$ cat config.mk
export PLATFORM = sky130hd
export DESIGN_NAME = tlsard_parser
export DESIGN_NICKNAME = d
export VERILOG_FILES = /design/src/sv/tlsard_pkg.sv /design/src/sv/tlsard_parser.sv
export VERILOG_INCLUDE_DIRS = /design/src /design/src/sv
export SDC_FILE = /design/constraint.sdc
export NUM_CORES = 1
export LEC_CHECK = 0
export BUFFER_PORTS_ARGS = -buffer_cell sky130_fd_sc_hd__buf_4
export CORE_MARGIN = 2
export CORE_UTILIZATION = 45
export DETAILED_ROUTE_END_ITERATION = 8
export PLACE_DENSITY = 0.69
export SLEW_MARGIN = 40
export SYNTH_ARGS = -nofsm -noshare
export SYNTH_HDL_FRONTEND = slang
export SYNTH_SLANG_ARGS = --single-unit
export TNS_END_PERCENT = 1
$ cat constraint.sdc
create_clock -name clk -period 3.2 [get_ports clk]
set_clock_uncertainty 0.1 [all_clocks]
set_input_delay 0.32 -clock clk [delete_from_list [all_inputs] [get_ports clk]]
set_output_delay 0.32 -clock clk [all_outputs]
set_load 0.02 [all_outputs]
$ cat src/sv/tls_app_record_detector_assert.svh
// Assertion macros shared by the record detector modules.
// Each macro takes a label, the clock, the active-low reset and the property terms.
`ifndef TLS_APP_RECORD_DETECTOR_ASSERT_SVH
`define TLS_APP_RECORD_DETECTOR_ASSERT_SVH

// Same-cycle implication.
`define TLSARD_ASSERT_SAME(name, clk, rstn, ante, cons) \
	name: assert property (@(posedge clk) disable iff (!rstn) (ante) |-> (cons)) \
		else $error("tlsard assertion failed");

// Next-cycle implication.
`define TLSARD_ASSERT_NEXT(name, clk, rstn, ante, cons) \
	name: assert property (@(posedge clk) disable iff (!rstn) (ante) |=> (cons)) \
		else $error("tlsard assertion failed");

`endif

$ cat src/sv/tlsard_pkg.sv
// ---------------------------------------------------------------------------
// TLS record detector package
// Types, reason codes and record constants shared by the detector files.
// ---------------------------------------------------------------------------
package tlsard_pkg;

	localparam int CFG_IDX_W  = 2;
	localparam int CFG_DATA_W = 16;

	// Configuration register indexes
	localparam logic [CFG_IDX_W-1:0] REG_MAX_MINOR  = 2'd0;
	localparam logic [CFG_IDX_W-1:0] REG_MAX_LENGTH = 2'd1;

	localparam logic [7:0]  MAX_MINOR_RESET  = 8'd3;
	localparam logic [15:0] MAX_LENGTH_RESET = 16'd16384;

	// Reason codes
	localparam logic [2:0] REASON_APP   = 3'd0;
	localparam logic [2:0] REASON_SHORT = 3'd1;
	localparam logic [2:0] REASON_MAJOR = 3'd2;
	localparam logic [2:0] REASON_MINOR = 3'd3;
	localparam logic [2:0] REASON_TYPE  = 3'd4;
	localparam logic [2:0] REASON_LONG  = 3'd5;
	localparam logic [2:0] REASON_NONE  = 3'd6;

	// Header byte positions
	localparam logic [2:0] POS_TYPE   = 3'd0;
	localparam logic [2:0] POS_MAJOR  = 3'd1;
	localparam logic [2:0] POS_MINOR  = 3'd2;
	localparam logic [2:0] POS_LEN_HI = 3'd3;
	localparam logic [2:0] POS_LEN_LO = 3'd4;

	localparam logic [2:0] HEADER_BYTES = 3'd5;
	localparam logic [7:0] TLS_MAJOR    = 8'd3;

	// Record content types
	localparam logic [7:0] TYPE_CCS       = 8'h14;
	localparam logic [7:0] TYPE_HANDSHAKE = 8'h16;
	localparam logic [7:0] TYPE_APP_DATA  = 8'h17;

	typedef struct packed {
		logic [7:0]  max_minor;
		logic [15:0] max_length;
	} cfg_t;

	typedef struct packed {
		logic       valid;
		logic [7:0] data;
		logic       last;
	} step_t;

	typedef struct packed {
		logic       is_app;
		logic [2:0] reason;
	} verdict_t;

endpackage

$ cat src/sv/tlsard_parser.sv
// ---------------------------------------------------------------------------
// TLS record header walker
// Per-packet state and single-byte update of the record header walk.
// ---------------------------------------------------------------------------
`include "tls_app_record_detector_assert.svh"

module tlsard_parser import tlsard_pkg::*; (
	input  logic     clk,
	input  logic     arst_n,
	input  cfg_t     cfg,
	input  step_t    step,
	output verdict_t verdict
);

	logic [2:0]  pos_q, pos_d;
	logic [15:0] skip_q, skip_d;
	logic [7:0]  len_hi_q, len_hi_d;
	logic [7:0]  rtype_q, rtype_d;
	logic        decided_q, decided_d;
	logic [2:0]  why_q, why_d;
	logic [2:0]  count_q, count_d;
	logic [15:0] rec_len;

	assign rec_len = {len_hi_q, step.data};

	always_comb begin
		pos_d     = pos_q;
		skip_d    = skip_q;
		len_hi_d  = len_hi_q;
		rtype_d   = rtype_q;
		decided_d = decided_q;
		why_d     = why_q;
		count_d   = (count_q < HEADER_BYTES) ? count_q + 3'd1 : count_q;

		if (!decided_q) begin
			if (skip_q != 16'd0) begin
				skip_d = skip_q - 16'd1;
			end else begin
				case (pos_q)
					POS_MAJOR: begin
						if (step.data != TLS_MAJOR) begin
							decided_d = 1'b1;
							why_d     = REASON_MAJOR;
						end else begin
							pos_d = POS_MINOR;
						end
					end
					POS_MINOR: begin
						if (step.data > cfg.max_minor) begin
							decided_d = 1'b1;
							why_d     = REASON_MINOR;
						end else if (rtype_q == TYPE_APP_DATA) begin
							decided_d = 1'b1;
							why_d     = REASON_APP;
						end else if (rtype_q inside {[TYPE_CCS:TYPE_HANDSHAKE]}) begin
							pos_d = POS_LEN_HI;
						end else begin
							decided_d = 1'b1;
							why_d     = REASON_TYPE;
						end
					end
					POS_LEN_HI: begin
						len_hi_d = step.data;
						pos_d    = POS_LEN_LO;
					end
					POS_LEN_LO: begin
						if (rec_len > cfg.max_length) begin
							decided_d = 1'b1;
							why_d     = REASON_LONG;
						end else begin
							skip_d = rec_len;
							pos_d  = POS_TYPE;
						end
					end
					default: begin
						// type byte; stray positions restart here too
						rtype_d = step.data;
						pos_d   = POS_MAJOR;
					end
				endcase
			end
		end

		if (count_d < HEADER_BYTES) begin
			verdict.reason = REASON_SHORT;
		end else if (decided_d) begin
			verdict.reason = why_d;
		end else begin
			verdict.reason = REASON_NONE;
		end
		verdict.is_app = (verdict.reason == REASON_APP);
	end

	always_ff @(posedge clk or negedge arst_n) begin
		if (!arst_n) begin
			pos_q     <= POS_TYPE;
			skip_q    <= 16'd0;
			len_hi_q  <= 8'd0;
			rtype_q   <= 8'd0;
			decided_q <= 1'b0;
			why_q     <= REASON_NONE;
			count_q   <= 3'd0;
		end else if (step.valid) begin
			if (step.last) begin
				// end of packet: start the next one clean
				pos_q     <= POS_TYPE;
				skip_q    <= 16'd0;
				len_hi_q  <= 8'd0;
				rtype_q   <= 8'd0;
				decided_q <= 1'b0;
				why_q     <= REASON_NONE;
				count_q   <= 3'd0;
			end else begin
				pos_q     <= pos_d;
				skip_q    <= skip_d;
				len_hi_q  <= len_hi_d;
				rtype_q   <= rtype_d;
				decided_q <= decided_d;
				why_q     <= why_d;
				count_q   <= count_d;
			end
		end
	end

	`TLSARD_ASSERT_SAME(a_skip_at_type, clk, arst_n, skip_q != 16'd0, pos_q == POS_TYPE)
	`TLSARD_ASSERT_SAME(a_pos_range, clk, arst_n, 1'b1, pos_q <= POS_LEN_LO)
	`TLSARD_ASSERT_SAME(a_count_range, clk, arst_n, 1'b1, count_q <= HEADER_BYTES)

endmodule

==> results of run 1 <==
==> report_power, final <==
group	internal, mW	leakage, nW	switching [mW]
registers	0.735	0.535	0.229
clock network	0.174	0.0482	0.186
logic	0.813	1.14	1.02
==> timing repair <==
action | in CTS | in global routing
hold buffers | 1 | 0
setup buffers | 0 | 10
endpoints found under the setup margin | 2 | 14
resized for setup | 7 | 18
pin swaps | 0 | 7
hold endpoints to repair | 40 | 0
==> through the flow <==
step,std cells,setup TNS [ns]
2_1_floorplan,382,0
3_3_place_gp,494,0
3_5_place_dp,494,0
4_1_cts,503,0
5_1_grt,513,-0.2599
6_report,513,-0.03549
==> state kept, by name, indices dropped and copies added (netlist names) <==
register,count
why_q,3
skip_q,16
pos_q,3
count_q,3
rtype_q,8
len_hi_q,8
decided_q,1
==> cell type report <==
type	count	area (sq um)
Clock buffer	7	86.33
Inverter	32	120.1
Multi-Input combinational cell	295	1982
Timing Repair Buffer	56	426.7
Tap cell	80	100.1
Clock inverter	1	5.005
Sequential cell	42	1057
Fill cell	631	2942
==> kinds of logic (layout without fill, tap and decap cells) <==
family          Yosys count  in the layout  share of synthesized area
simple gates            139            139                     0.2357
compound gates          126            126                     0.2495
buf+inv                  45             96                    0.05558
flops                    42             42                     0.3416
fa+ha+maj                26             26                     0.1055
xor+xnor                  2              2                   0.005681
mux                       2              2                   0.006491
==> cell usage after synthesis (2+ instances only) <==
library cell,n
o21ai_0,44
dfrtp_1,40
nand2_1,37
a21oi_1,32
inv_1,32
nor2_1,29
ha_1,26
nor3_1,14
nand2b_1,12
clkbuf_1,11
a22oi_1,9
or3_1,7
nand4_1,6
a31oi_1,5
nor4_1,5
nand3b_1,4
nor3b_1,4
o21ai_1,4
a211oi_1,3
a21o_1,3
a31o_2,3
and2_1,3
and3_1,3
nand3_1,3
o211ai_1,3
o21a_1,3
a32o_1,2
buf_2,2
dfstp_2,2
mux2i_1,2
nor2b_1,2
nor3_2,2
nor4b_1,2
o22ai_1,2
o31ai_1,2
xnor2_1,2
==> worst max-delay path, cell delays in order (launching register included) <==
cell and delay (ns):
dfrtp_2 0.43, or4_4 0.55, or3_4 0.37, nor3_4 0.22, o21ai_2 0.11, a32o_2 0.26
a211oi_2 0.24, and4_1 0.22, buf_4 0.13
==> how the worst max path moves through the flow <==
stage,start,to,slack [ns],depth (start not counted)
after global placement,skip_q[12]$_DFFE_PN0P_,verdict[3],0.29,8
final,skip_q[12]$_DFFE_PN0P_,verdict[3],-0.04,8
after detailed placement,skip_q[12]$_DFFE_PN0P_,verdict[3],0.22,8
after global routing,skip_q[12]$_DFFE_PN0P_,verdict[3],-0.11,8
after floorplan,skip_q[0]$_DFFE_PN0P_,verdict[0],0.40,9
after CTS,skip_q[12]$_DFFE_PN0P_,verdict[3],0.001,8
==> per-layer routing <==
layer  wire length [um]  share of wire
met5                  0              0
met4                 57         0.0070
met3                281          0.034
met2               3922           0.48
met1               3911           0.48
==> impl_metrics.ini, run 1 <==
[synth]
synth_area_leaders = dfrtp_1, ha_1, o21ai_0
synth_area_per_cell_sq_um = 8.074
synth_area_sq_um = 3084
synth.largest_area_cell = dfrtp_1
synthArstFlopShare = 1.000
synth_edf_count = 0
synth-seq-area-share = 0.3416
syn-num-nets = 444
ys_warn_count = 0
ys_ff_latch = 42
ys_types = 53
synth_ff_type = dfrtp_1
synth_top_area_share = 0.3245
syn_inst = 382

[pwr]
finalPower_mw = 3.160
vdd_ir_drop_max_uv = 544.0
p_per_area_nw_per_um2 = 836.7
p_leak_nw = 1.721

[sta]
slew_headroom = 0.5795
setup_viol = 1
worst_pin_slew_ns = 0.6270
fin_ws_ns = -0.03549
fmax_mhz = 309.1
rsz0062_at_grt = yes
hold_ws_ns = 0.2295
min_period_over_period = 1.011
finalCriticalPeriod_ns = 3.235
finalHoldViolCount = 0
slew_viol_final = 0

[die]
die-area_sq_um = 7532
rows = 30
initial_utilization = 0.4590
ioPinCount = 40
core_area_sq_um = 6719
die_w_um = 86.79
die_y_um = 86.79

[placed_design]
gp_congestion = 0.8542
placed_cell_area_sq_um = 3471
place_ws_ns = 0.2161
portBuffers = 39
dpl.hpwl_um = 5972

[global_routing]
grt_pass1_vias = 2933
overflow = 0
grt_use_met2 = 0.3851
grt_first_pass_wirelength_um = 13640
antenna_found_initial = 0
use_met3 = 0.03238
grt_busiest_layer = met2
track_usage = 0.2258
grtUsageMet1 = 0.3114
grt_max_degree = 43

[drt]
ant_nets = 0
drc = 0
wl_per_cell_um = 15.93
drtPass1Iterations = 4
wl_um = 8172
vias_per_cell = 5.873
first_iter_violations = 171
via_count = 3013

[cts]
cts_buffers = 5
cts_sinks = 42
clk_pin_slew_worst_paths_ns = 0.08
h-tree-depth = 2
clock_latency_ns = 0.29
clock_path_buffers = 2
cts_tree = built
cts_root_buffer = clkbuf_8

[final_layout]
final_util = 0.5622
final_common_cell = buf_4
stdcell_area_sq_um = 3777
fin_nets = 494
final_cell_mix = buf_4, o21ai_0, dfrtp_1
drive_gt1_frac = 0.2125
area_growth_pct = 22.47
antennaDiodeCount = 0

[hold_path]
hold_path.class = in -> reg
whs_endpoint = count_q[0]$_DFFE_PN0P_
holdCritStartpoint = step[9]
min_delay_path_depth = 2

[worst_setup_path]
r2r_slack_ns = 0.42
r2r_cells = 8
cp.arrival_ns = 2.82
crit_type = reg -> out
path_max_fanout = 4
timing.rr.start = skip_q[12]$_DFFE_PN0P_
critPathLaunchType = register
crit_required_ns = 2.78
cp-end-kind = output pin
rr_endpoint = skip_q[15]$_DFFE_PN0P_

[status]
status = finished with violations
violations = negative setup slack

[job]
max_cap_viol_count = 0
Note: power is estimated with default switching activity, not from simulation.
==> run 2, diff against run 1 <==
- ABC_AREA: unset -> 1
- CORE_ASPECT_RATIO: unset -> 0.8
- PLACE_DENSITY: 0.69 -> 0.68
==> impl_metrics.ini, run 2 <==
[sta]
fmax_mhz = 346.9
min_period_over_period = 0.9009
finalCriticalPeriod_ns = 2.883
slew_headroom = 0.6276
rsz0062_at_grt = no
fin_setup_tns_ns = 0
finalHoldViolCount = 0
worst_pin_slew_ns = 0.5585
fin_ws_ns = 0.3171
setup_viol = 0
slew_viol_final = 0
hold_ws_ns = 0.1685

[global_routing]
grtUsageMet1 = 0.2876
grt_busiest_layer = met2
grt_pass1_vias = 2866
overflow = 0
grt_first_pass_wirelength_um = 13320
track_usage = 0.2113
antenna_found_initial = 0
use_met3 = 0.03829
grt_use_met2 = 0.3514
grt_max_degree = 43

[synth]
syn_inst = 452
synth-seq-area-share = 0.3186
syn-num-nets = 514
synth_edf_count = 0
synth_ff_type = dfrtp_1
ys_ff_latch = 42
synth_area_leaders = dfrtp_1, nand2_1, ha_1
post-synth-top-count-cell = nand2_1
synth.largest_area_cell = dfrtp_1
synth_area_sq_um = 3307
synthArstFlopShare = 1.000
synth_area_per_cell_sq_um = 7.316
netlist_top_cells_count = nand2_1, inv_1, dfrtp_1, nor2_1, ha_1
synth_top_area_share = 0.3027
ys_types = 44
ys_warn_count = 0

[cts]
cts_root_buffer = clkbuf_8
cts_setup_buffers = 0
clock_latency_ns = 0.30
h-tree-depth = 2
cts_tree = built
cts_buffers = 5
clock_path_buffers = 2
clk_pin_slew_worst_paths_ns = 0.09
cts_sinks = 42

[final_layout]
final_common_cell = nand2_1
final_cell_mix = nand2_1, inv_1, dfrtp_1, buf_4, nor2_1
ff_latch_area_sq_um = 1054
final_util = 0.5400
top_register = skip_q
largestRegisters = skip_q x16, len_hi_q x8, rtype_q x8
multi_input_area_sq_um = 1893
area_growth_pct = 14.19
stdcell_area_sq_um = 3776
drive_gt1_frac = 0.1972
fin_cells = 579
antennaDiodeCount = 0
fillers = 684
fin_nets = 554
largest_reg_flops = 16

[placed_design]
gp_congestion = 0.9157
place_ws_ns = 0.6336
dp.cells = 571
placed_cell_area_sq_um = 3654
dpl.hpwl_um = 6268
portBuffers = 39

[drt]
wl_per_cell_um = 13.64
vias_per_cell = 5.197
wl_um = 7898
via_count = 3009
ant_nets = 0
drc = 0
drtPass1Iterations = 4
first_iter_violations = 180

[worst_setup_path]
crit_type = reg -> out
path_max_fanout = 5
cp.arrival_ns = 2.46
critPathLaunchType = register
r2r_cells = 10
cp-end-kind = output pin
crit_required_ns = 2.78

[die]
die_y_um = 80.68
rows = 27
initial_utilization = 0.4729
die-area_sq_um = 8055
die_w_um = 99.85
core_area_sq_um = 6993
ioPinCount = 40

[pwr]
vdd_ir_drop_max_uv = 423.4
p_per_area_nw_per_um2 = 745.1
p_leak_nw = 1.964
finalPower_mw = 2.814

[status]
status = completed

[hold_path]
min_delay_path_depth = 2
hold_path.class = in -> reg

[job]
max_cap_viol_count = 0
[run 2: cell count changes in the layout (fill, tap and decap cells not counted), moves of 8 or more]
cell      change
a21oi_1      -12
a22oi_1       -8
buf_4        -14
inv_1        +31
inv_2        +10
nand2_1      +84
nand2b_1     -12
nand3_1      +17
nor3_1        -8
o21ai_0      -23
o21ai_1      +21
o21ai_2      +10
xor2_1        +8
[run 2: area by class of cell]
cell class,instances,share of cell area
tap,87,0.02883
sequential,42,0.2790
clock inverter,1,0.007952
inverter,77,0.07886
multi-input combinational,325,0.5013
timing repair buffer,41,0.08217
clock buffer,6,0.02187
[run 2: worst max-delay path, stage by stage (launching register included)]
cell     delay, ns
dfrtp_1       0.39
ha_1          0.29
nand2_1       0.09
nor3_1        0.37
nand3_1       0.16
nand3_1       0.17
nand3_1       0.11
nand2_1       0.09
nand2_1       0.11
nand2_1       0.09
nand2_1       0.06
nor2_1        0.09
buf_4         0.14
[run 2: worst paths after layout]
path	start	to	slack (ns)
setup / recovery	len_hi_q[7]$_DFFE_PN0P_	verdict[3]	0.32
hold reg to reg	rtype_q[7]$_DFFE_PN0P_	rtype_q[7]$_DFFE_PN0P_	0.40
hold / removal	step[9]	count_q[0]$_DFFE_PN0P_	0.17
min in group asynchronous	arst_n	rtype_q[7]$_DFFE_PN0P_	0.46
max in group asynchronous	arst_n	why_q[1]$_DFFE_PN1P_	2.15
setup reg to reg	len_hi_q[7]$_DFFE_PN0P_	skip_q[10]$_DFFE_PN0P_	0.77
[run 2: timing repair]
action / 4_1_cts / 5_1_grt
hold buffers: 1 / 0
resized for setup: 0 / 0
endpoints found under the hold margin: 40 / 0
[run 2: kinds of logic after synthesis]
logic type,Yosys count,share of synthesized area
AOI/OAI and AO/OA,92,0.1653
xor gates and xnor gates,9,0.02384
adders and majority gates,26,0.09837
buffers and inverters,85,0.1090
DFF,42,0.3186
and+or+nand+nor,198,0.2849
[run 2: power by group]
group	switching (mW)	total, mW	internal, mW
registers	0.173	0.906	0.733
clock network	0.190	0.440	0.250
logic	0.927	1.47	0.541
total	1.29	2.81	1.52
[run 2: layer usage]
layer,share of wire,vias to the layer above
li1,-,1549
met1,0.49,1395
met2,0.45,60
met3,0.057,5
met4,0.0038,0
met5,0,-
==> run 3, diff against run 2 <==
- clock period: 3.2 -> 2.8 ns (I/O delays scaled with it)
==> impl_metrics.ini, run 3 (same netlist as run 2, synthesis figures left out) <==
[cts]
cts_sinks = 42
cts_root_buffer = clkbuf_8
cts_buffers = 5
clock_latency_ns = 0.30
h-tree-depth = 2
clk_pin_slew_worst_paths_ns = 0.08
cts_tree = built
clock_path_buffers = 2

[sta]
finalHoldViolCount = 0
fin_setup_tns_ns = 0
fmax_mhz = 381.1
finalCriticalPeriod_ns = 2.624
hold_ws_ns = 0.1296
rsz0062_at_grt = no
setup_viol = 0
worst_pin_slew_ns = 0.5470
slew_viol_final = 0
slew_headroom = 0.6349
min_period_over_period = 0.9373

[placed_design]
dpl.hpwl_um = 6166
portBuffers = 39
gp_congestion = 0.8180

[drt]
drc = 0
wl_um = 7833
wl_per_cell_um = 13.41
drtPass1Iterations = 5
ant_nets = 0
via_count = 2992
vias_per_cell = 5.123
first_iter_violations = 134

[final_layout]
final_cell_mix = nand2_1, inv_1, buf_4
fin_nets = 558
drive_gt1_frac = 0.2173
area_growth_pct = 16.19
multi_input_area_sq_um = 1938
final_common_cell = nand2_1
ff_latch_area_sq_um = 1054
fillers = 677
largest_reg_flops = 16
largestRegisters = skip_q x16, len_hi_q x8, rtype_q x8
antennaDiodeCount = 0
top_register = skip_q

[global_routing]
track_usage = 0.2143
grt_first_pass_wirelength_um = 13540
grt_pass1_vias = 2787
antenna_found_initial = 0
grt_max_degree = 43
overflow = 0

[pwr]
p_per_area_nw_per_um2 = 837.9
p_leak_nw = 1.989
vdd_ir_drop_max_uv = 424.5
finalPower_mw = 3.219

[die]
die_y_um = 80.68
die_w_um = 99.85
rows = 27
die-area_sq_um = 8055
initial_utilization = 0.4729
ioPinCount = 40
core_area_sq_um = 6993

[job]
max_cap_viol_count = 0

[hold_path]
whs_endpoint = count_q[0]$_DFFE_PN0P_
holdCritStartpoint = step[9]
min_delay_path_depth = 2
hold_path.class = in -> reg

[worst_setup_path]
cp.arrival_ns = 2.24
critPathLaunchType = register
timing.rr.start = skip_q[0]$_DFFE_PN0P_
r2r_cells = 13
crit_type = reg -> out
path_max_fanout = 4
rr_endpoint = skip_q[10]$_DFFE_PN0P_
r2r_slack_ns = 0.52
cp-end-kind = output pin
crit_required_ns = 2.42

[status]
status = completed
==> run 3: cell count changes in the layout (fill, tap and decap cells not counted), sizes merged <==
| cell | before | now |
|---|---|---|
| bufinv | 1 | 0 |
| clkbuf | 6 | 7 |
| clkinv | 3 | 4 |
| buf | 40 | 44 |
==> run 3: worst max-delay path, cell delays in order, from the launching register on <==
cell     delay [ns]
dfrtp_1        0.39
inv_1          0.11
ha_2           0.24
nand2_4        0.09
nor2_8         0.13
nand4_4        0.14
nor2_8         0.15
nand3_2        0.11
nor2_2         0.09
nand3_1        0.09
nand2_2        0.09
nand3_1        0.08
nor2_1         0.11
buf_4          0.14
==> run 3: worst max-delay path by stage <==
stage                             from         end  slack, ns  cells after the start
6_report         skip_q[0]$_DFFE_PN0P_  verdict[3]       0.18                     13
5_1_grt        len_hi_q[3]$_DFFE_PN0P_  verdict[3]      0.001                     12
4_1_cts        len_hi_q[7]$_DFFE_PN0P_  verdict[3]      0.008                     12
3_5_place_dp     skip_q[0]$_DFFE_PN0P_  verdict[3]       0.35                     13
3_3_place_gp                   cfg[15]  verdict[3]       0.38                     14
2_1_floorplan  len_hi_q[3]$_DFFE_PN0P_  verdict[3]       0.47                     11
==> run 3: area by class of cell <==
class	count	area share
Tap cell	87	0.02833
Clock inverter	1	0.001303
Timing Repair Buffer	45	0.09183
Multi-Input combinational cell	325	0.5044
Inverter	77	0.07750
Clock buffer	7	0.02247
Sequential cell	42	0.2742
==> run 3: stage by stage <==
stage	utilization	instances	setup WS, ns	area, sq um
4_1_cts	0.5398	581	0.008253	3775
2_1_floorplan	-	452	0.4699	3307
6_report	0.5495	584	0.1757	3842
5_1_grt	0.5495	584	0.001498	3842
3_5_place_dp	0.5242	571	0.3466	3666
3_3_place_gp	0.5242	571	0.3806	3666
==> run 3: where the power goes <==
part	leakage, nW	switching [mW]	internal [mW]	total [mW]
logic	1.39	1.10	0.680	1.78
registers	0.551	0.193	0.838	1.03
clock network	0.0482	0.208	0.199	0.407
total	1.99	1.50	1.72	3.22
==> run 3: timing repair <==
| item | 4_1_cts | 5_1_grt |
|---|---|---|
| hold buffers | 1 | 0 |
| setup endpoints to repair | 1 | 4 |
| buffers inserted | 1 | 3 |
| endpoints found under the hold margin | 40 | 0 |
| pin swaps | 1 | 1 |
| resized for setup | 0 | 9 |
==> run 3: layer usage <==
layer	GRT usage	vias to the layer above	routed length (um)
met1	0.3185	1356	3966
met2	0.3209	69	3346
met3	0.03742	11	430
met5	0	-	0
met4	0.05342	0	90
li1	-	1556	-
